`config.mk`:
```
export PLATFORM = sky130hd
export DESIGN_NAME = uuid_text_parser
export DESIGN_NICKNAME = d
export VERILOG_FILES = /design/src/design/uuidp_pkg.sv /design/src/design/uuidp_char_check.sv /design/src/design/uuid_text_parser.sv
export SDC_FILE = /design/constraint.sdc
export NUM_CORES = 1
export LEC_CHECK = 0
export ABC_AREA = 1
export BUFFER_PORTS_ARGS = -buffer_cell sky130_fd_sc_hd__buf_2
export CAP_MARGIN = 0
export CORE_MARGIN = 2
export CORE_UTILIZATION = 40
export CTS_CLUSTER_DIAMETER = 100
export DETAILED_ROUTE_END_ITERATION = 16
export HOLD_SLACK_MARGIN = 0.12
export SLEW_MARGIN = 10
export SYNTH_ARGS = -nofsm -noshare
export SYNTH_HDL_FRONTEND = slang
export SYNTH_SLANG_ARGS = --single-unit
```
`constraint.sdc`:
```
create_clock -name clk -period 11.3 [get_ports clk]
set_clock_uncertainty 0.05 [all_clocks]
set_input_delay 1.13 -clock clk [delete_from_list [all_inputs] [get_ports clk]]
set_output_delay 1.13 -clock clk [all_outputs]
set_load 0.005 [all_outputs]
```
`src/design/uuidp_pkg.sv`:
```
// types and constants shared by the uuid text parser modules
package uuidp_pkg;

  localparam int unsigned UUID_LEN = 36;
  localparam int unsigned POS_SAT  = 37;
  localparam int unsigned POS_W    = 6;

  localparam logic [7:0] CH_DASH = 8'h2d;

  localparam logic [POS_W-1:0] DASH_POS_0 = 6'd8;
  localparam logic [POS_W-1:0] DASH_POS_1 = 6'd13;
  localparam logic [POS_W-1:0] DASH_POS_2 = 6'd18;
  localparam logic [POS_W-1:0] DASH_POS_3 = 6'd23;
  localparam logic [POS_W-1:0] POS_LAST   = 6'(UUID_LEN - 1);
  localparam logic [POS_W-1:0] POS_END    = 6'(UUID_LEN);
  localparam logic [POS_W-1:0] POS_MAX    = 6'(POS_SAT);

  typedef enum logic [1:0] {
    ST_OK  = 2'd0,
    ST_BAD = 2'd1,
    ST_NIL = 2'd2
  } status_t;

  typedef struct packed {
    logic [7:0] ch;
    logic       last;
  } in_item_t;

  typedef struct packed {
    status_t     status;
    logic [63:0] id_high;
    logic [63:0] id_low;
  } out_item_t;

  // verdict on one character at one position
  typedef struct packed {
    logic       err;
    logic       shift;
    logic [3:0] nibble;
  } char_class_t;

endpackage

```
`src/design/uuidp_char_check.sv`:
```
// checks one character against its position in the uuid text
module uuidp_char_check (
  input  logic [7:0]                     ch,
  input  logic [uuidp_pkg::POS_W-1:0]    pos,
  output uuidp_pkg::char_class_t         cls
);
  import uuidp_pkg::*;

  logic is_digit;
  logic is_letter;
  logic dash_pos;

  always_comb begin
    is_digit  = ch inside {[8'h30:8'h39]};
    is_letter = ch inside {[8'h61:8'h66]};
    dash_pos  = pos inside {DASH_POS_0, DASH_POS_1, DASH_POS_2, DASH_POS_3};

    cls.err    = 1'b0;
    cls.shift  = 1'b0;
    cls.nibble = is_letter ? ch[3:0] + 4'd9 : ch[3:0];

    if (pos >= POS_END) begin
      cls.err = 1'b1;
    end else if (dash_pos) begin
      cls.err = (ch != CH_DASH);
    end else if (is_digit || is_letter) begin
      cls.shift = 1'b1;
    end else begin
      cls.err = 1'b1;
    end
  end

endmodule

```
`src/design/uuid_text_parser.sv`:
```
// top level of the streaming canonical uuid text parser
//
//  channel  | handshake            | payload
//  ---------+----------------------+---------------------------------------
//  input    | in_valid / in_stall  | in_item  : ch (8b byte), last (1b)
//  result   | out_valid / out_stall| out_item : status (2b), id_high, id_low
//
// one item accepted per cycle at full rate, while in_stall is low; after the
// last character of a string is accepted, its result passes through the input
// register, then the result register. the only loop is the position/error/
// accumulator update. reset clears the position, error flag, accumulator and
// both valid flags. a stalled result holds in the result register; strings
// that are not ending keep flowing past it, and the input stalls only when
// a last character meets a result register that is occupied and stalled.
module uuid_text_parser (
  input  logic                  clk,
  input  logic                  rst_n,
  input  logic                  in_valid,
  output logic                  in_stall,
  input  uuidp_pkg::in_item_t   in_item,
  output logic                  out_valid,
  input  logic                  out_stall,
  output uuidp_pkg::out_item_t  out_item
);
  import uuidp_pkg::*;

  // input register
  logic        s1_valid_r, s1_valid_nxt;
  in_item_t    s1_item_r;
  logic        s1_fire;

  // parse state
  logic [POS_W-1:0] pos_r, pos_nxt;
  logic             err_r, err_nxt;
  logic [127:0]     acc_r, acc_nxt;

  // result register
  logic        out_valid_r, out_valid_nxt;
  out_item_t   out_item_r, out_item_nxt;

  char_class_t cls;
  logic        any_err;
  logic [127:0] acc_shift;

  // the stage-1 item moves on unless it ends a string and a held result is stalled
  assign s1_fire  = s1_valid_r && (!s1_item_r.last || !out_valid_r || !out_stall);
  assign in_stall = s1_valid_r && !s1_fire;

  assign s1_valid_nxt = (in_valid && !in_stall) || (s1_valid_r && !s1_fire);

  uuidp_char_check u_check (
    .ch  (s1_item_r.ch),
    .pos (pos_r),
    .cls (cls)
  );

  // next parse state and result
  always_comb begin
    acc_shift = {acc_r[123:0], cls.nibble};
    any_err   = err_r | cls.err;

    pos_nxt = pos_r;
    err_nxt = err_r;
    acc_nxt = acc_r;
    out_item_nxt = out_item_r;

    if (s1_fire) begin
      err_nxt = any_err;
      if (cls.shift) begin
        acc_nxt = acc_shift;
      end
      if (pos_r < POS_MAX) begin
        pos_nxt = pos_r + 6'd1;
      end

      if (s1_item_r.last) begin
        // end of string: report and start over
        out_item_nxt.id_high = '0;
        out_item_nxt.id_low  = '0;
        if (any_err || pos_r != POS_LAST) begin
          out_item_nxt.status = ST_BAD;
        end else if (acc_nxt == '0) begin
          out_item_nxt.status = ST_NIL;
        end else begin
          out_item_nxt.status  = ST_OK;
          out_item_nxt.id_high = acc_nxt[127:64];
          out_item_nxt.id_low  = acc_nxt[63:0];
        end
        pos_nxt = '0;
        err_nxt = 1'b0;
        acc_nxt = '0;
      end
    end
  end

  assign out_valid_nxt = (out_valid_r && out_stall) || (s1_fire && s1_item_r.last);

  // control registers
  always_ff @(posedge clk) begin
    if (!rst_n) begin
      s1_valid_r  <= 1'b0;
      out_valid_r <= 1'b0;
      pos_r       <= '0;
      err_r       <= 1'b0;
      acc_r       <= '0;
    end else begin
      s1_valid_r  <= s1_valid_nxt;
      out_valid_r <= out_valid_nxt;
      pos_r       <= pos_nxt;
      err_r       <= err_nxt;
      acc_r       <= acc_nxt;
    end
  end

  // payload registers
  always_ff @(posedge clk) begin
    if (in_valid && !in_stall) begin
      s1_item_r <= in_item;
    end
    out_item_r <= out_item_nxt;
  end

  assign out_valid = out_valid_r;
  assign out_item  = out_item_r;

  // position counter saturates and never passes its cap
  a_pos_cap: assert property (@(posedge clk) disable iff (!rst_n)
    pos_r <= POS_MAX)
    else $error("position counter above saturation value");

  // a finished string leaves the parse state cleared
  a_restart: assert property (@(posedge clk) disable iff (!rst_n)
    (s1_fire && s1_item_r.last) |=> (pos_r == '0 && !err_r && acc_r == '0))
    else $error("parse state not cleared after last character");

  // an ok result never carries the nil identifier
  a_ok_nonzero: assert property (@(posedge clk) disable iff (!rst_n)
    (out_valid && out_item.status == ST_OK) |-> (out_item.id_high != '0 ||
                                                 out_item.id_low != '0))
    else $error("ok result with all-zero identifier");

  // bad and nil results carry a zero identifier
  a_fail_zero: assert property (@(posedge clk) disable iff (!rst_n)
    (out_valid && out_item.status != ST_OK) |-> (out_item.id_high == '0 &&
                                                 out_item.id_low == '0))
    else $error("failed result with nonzero identifier");

endmodule
```
==> impl_metrics.py <==
metrics = {
    "floorplan": {
        "die_area_um2": 33300,
        "fp.coreArea_um2": 31500,
        "die_x_um": 182,
        "initial_core_util_pct": 40.5,
        "die_h_um": 182,
        "boundaryPins": 145,
        "rows": 65,
    },
    "critical_path": {
        "crit_required_ns": 11.51,
        "crit_type": "flop to flop",
        "r2r_start": "s1_item_r[2]",
        "cp_slowest_stage_delay_ns": 0.74,
        "cp_num_cells": 20,
        "cpLargestDelayFamily": "simple AND/OR/NAND/NOR gates",
        "critPathBufInv": 4,
        "critical_path.endpoint": "out_item[72]",
        "reg2reg_to": "out_item[72]",
        "path_max_fanout": 90,
        "r2r_cells": 20,
        "critical_path_arrival_ns": 6.36,
        "worstPathCellList": "inv_1 > ha_1 > nor2_1 > nand3_1 > nand3_2 > nand2_2 > buf_4 > nand3_4 > buf_4 > o21ai_0 > nand2_1 > nor2_1 > nand2_1 > nor2_1 > nand2_1 > nor2_1 > nand2_1 > nand2_4 > buf_4 > nor2_1",
        "critPathLaunch": "s1_item_r[2]",
        "r2r_slack_ns": 5.15,
        "critPathLaunchType": "flop",
        "critPathSlowestCell": "nand3_4",
        "cpMostUsedCell": "nor2_1",
        "end_kind": "flop",
    },
    "worst_hold_path": {
        "hold_path_class": "flop to flop",
    },
    "logic_synthesis": {
        "ys_seq_area_share_pct": 54.3,
        "syn_avg_cell_area_um2": 7.94,
        "syn_area_um2": 12700,
        "synth_nets": 1626,
        "ys_types": 30,
        "yosys.area.top_type_share_pct": 32.8,
        "yosysWarningCount": 0,
        "synth_area_leaders": "edfxtp_1, dfxtp_1, nand2_1",
        "syn_inst": 1604,
        "yosysTopAreaCell": "edfxtp_1",
        "ys_ff_latch": 276,
    },
    "layout": {
        "final_nets": 1712,
        "final_common_cell": "nand2_1",
        "drive_gt1_share_pct": 12.4,
        "n_antenna_cell": 0,
        "final_cell_mix": "nand2_1, nor2_1, inv_1",
        "fin_util_pct": 46.3,
        "syn_to_final_growth_pct": 14.5,
    },
    "clock_network": {
        "ctsHoldBuffers": 0,
        "cts_root_buf": "clkbuf_16",
        "htree_levels": 1,
        "cts_tree": "built",
        "path_clk_slew_ns": 0.06,
        "clk_latency_ns": 0.56,
        "cts_sinks": 276,
        "cts_resized": 0,
        "cts_buffer_depth": 3,
        "cts_post_setup_buffers_inserted": 0,
        "cts_buffers": 30,
    },
    "route": {
        "wl_um": 30600,
        "wire_per_inst_um": 14.4,
        "vias_per_cell": 5.01,
        "drcViolationCount": 0,
        "ant_nets": 0,
        "dr_total_vias": 10603,
        "firstDrtPassIters": 5,
        "first_iter_violations": 872,
    },
    "run_status": {
        "status": "complete, no violations",
    },
    "power": {
        "p_total_mw": 2.18,
        "p_leak_nw": 5.96,
        "ir_worst_vdd_uv": 126,
        "powerDensity_nw_per_um2": 149,
    },
    "placed_design": {
        "dp_hpwl_um": 18400,
        "finalWeightedCongestion": 0.824,
        "io_buffer_count": 144,
    },
    "timing": {
        "fmax_ghz": 0.163,
        "slew_headroom_pct": 28.7,
        "period_share_pct": 54.5,
        "worst_slew_pin_slew_ns": 1.07,
        "timing.setup.tns_ns": 0,
        "fin_crit_ns": 6.15,
        "finalSetupViolCount": 0,
        "rsz0062_at_grt": "no",
        "hold_viol_final": 0,
        "fin_hold_ws_ns": 0.413,
        "final-max-slew-violation-count": 0,
    },
    "job": {
        "drv_cap": 0,
    },
    "global_routing": {
        "grt_max_degree": 91,
        "grt_overflow_total": 0,
        "antenna_found_initial": 0,
        "grt_pass1_vias": 9952,
        "grt.total_usage_pct": 18.2,
        "grt_pass1_wl_um": 50200,
    },
}
==> flip-flops by register name, indices dropped and copies added (netlist names) <==
name,flops
pos_r,6
out_item,130
out_valid,1
s1_item_r,9
err_r,1
s1_valid_r,1
acc_r,128
==> synth_stat cells (all sizes together) <==
master,instances
a211oi,1
a21oi,91
buf,44
clkbuf,56
clkinv,2
dfxtp,137
edfxtp,139
ha,9
inv,207
nand2,408
nand3,97
nand4,80
nor2,227
nor3,1
nor4,1
o211ai,2
o21ai,54
o22ai,44
o41ai,1
or2,2
xor2,1
==> routing by layer <==
metal	up-vias	track usage [%]	part of all wire, %
met3	44	2.45	4.7
met5	-	0	0
met2	254	29.4	46
li1	5391	-	-
met4	0	4.55	2.0
met1	4914	25.9	48
==> kinds of logic (layout without fill, tap and decap cells) <==
| logic type | after synthesis | after routing | synth area share [%] |
|---|---|---|---|
| adder cells (fa/ha/maj) | 9 | 9 | 0.884 |
| buffers and inverters | 309 | 419 | 9.76 |
| AND/OR/NAND/NOR | 816 | 816 | 26.8 |
| AO/OA/AOI/OAI | 193 | 193 | 8.20 |
| flip-flops | 276 | 276 | 54.3 |
| XOR/XNOR | 1 | 1 | 0.0688 |
==> stage by stage <==
stage | setup slack (ns) | area (um2) | cells
after detailed placement | 5.12 | 13600 | 2060
after global placement | 5.24 | 13600 | 2060
after global routing | 4.43 | 14600 | 2116
final | 5.15 | 14600 | 2116
after CTS | 5.11 | 14600 | 2116
after floorplan | 6.41 | 12700 | 1604
==> final cells by class <==
cell class	instances	area [um2]
tap	402	503
inverter	209	790
multi-input combinational	1019	4610
clock inverter	16	130
clock buffer	40	830
fill	3102	16900
sequential	276	6920
timing repair buffer	154	796
==> worst min-delay path, delay by kind of cell, from the launching register on <==
kind               cells  cell delay [ns]
AOI/OAI and AO/OA      1             0.05
and+or+nand+nor        1             0.06
DFF                    1             0.31
==> where the power goes <==
part           internal (mW)  switching, mW  leakage (nW)  total [mW]
sequential              1.06        0.00710          2.42        1.07
clock                  0.558          0.397         0.462       0.955
combinational         0.0419          0.109          3.07       0.151
total                   1.66          0.514          5.96        2.18
==> worst min path at each step <==
stage / start / end / slack (ns) / depth (start not counted)
after detailed placement: acc_r[34] / acc_r[34] / 0.41 / 2
final: acc_r[35] / acc_r[35] / 0.41 / 2
after global routing: acc_r[74] / acc_r[74] / 0.43 / 2
after floorplan: acc_r[100] / acc_r[100] / 0.40 / 2
after CTS: acc_r[34] / acc_r[34] / 0.42 / 2
after global placement: acc_r[38] / acc_r[38] / 0.40 / 2
No activity file was read; power rests on OpenSTA's default activity.
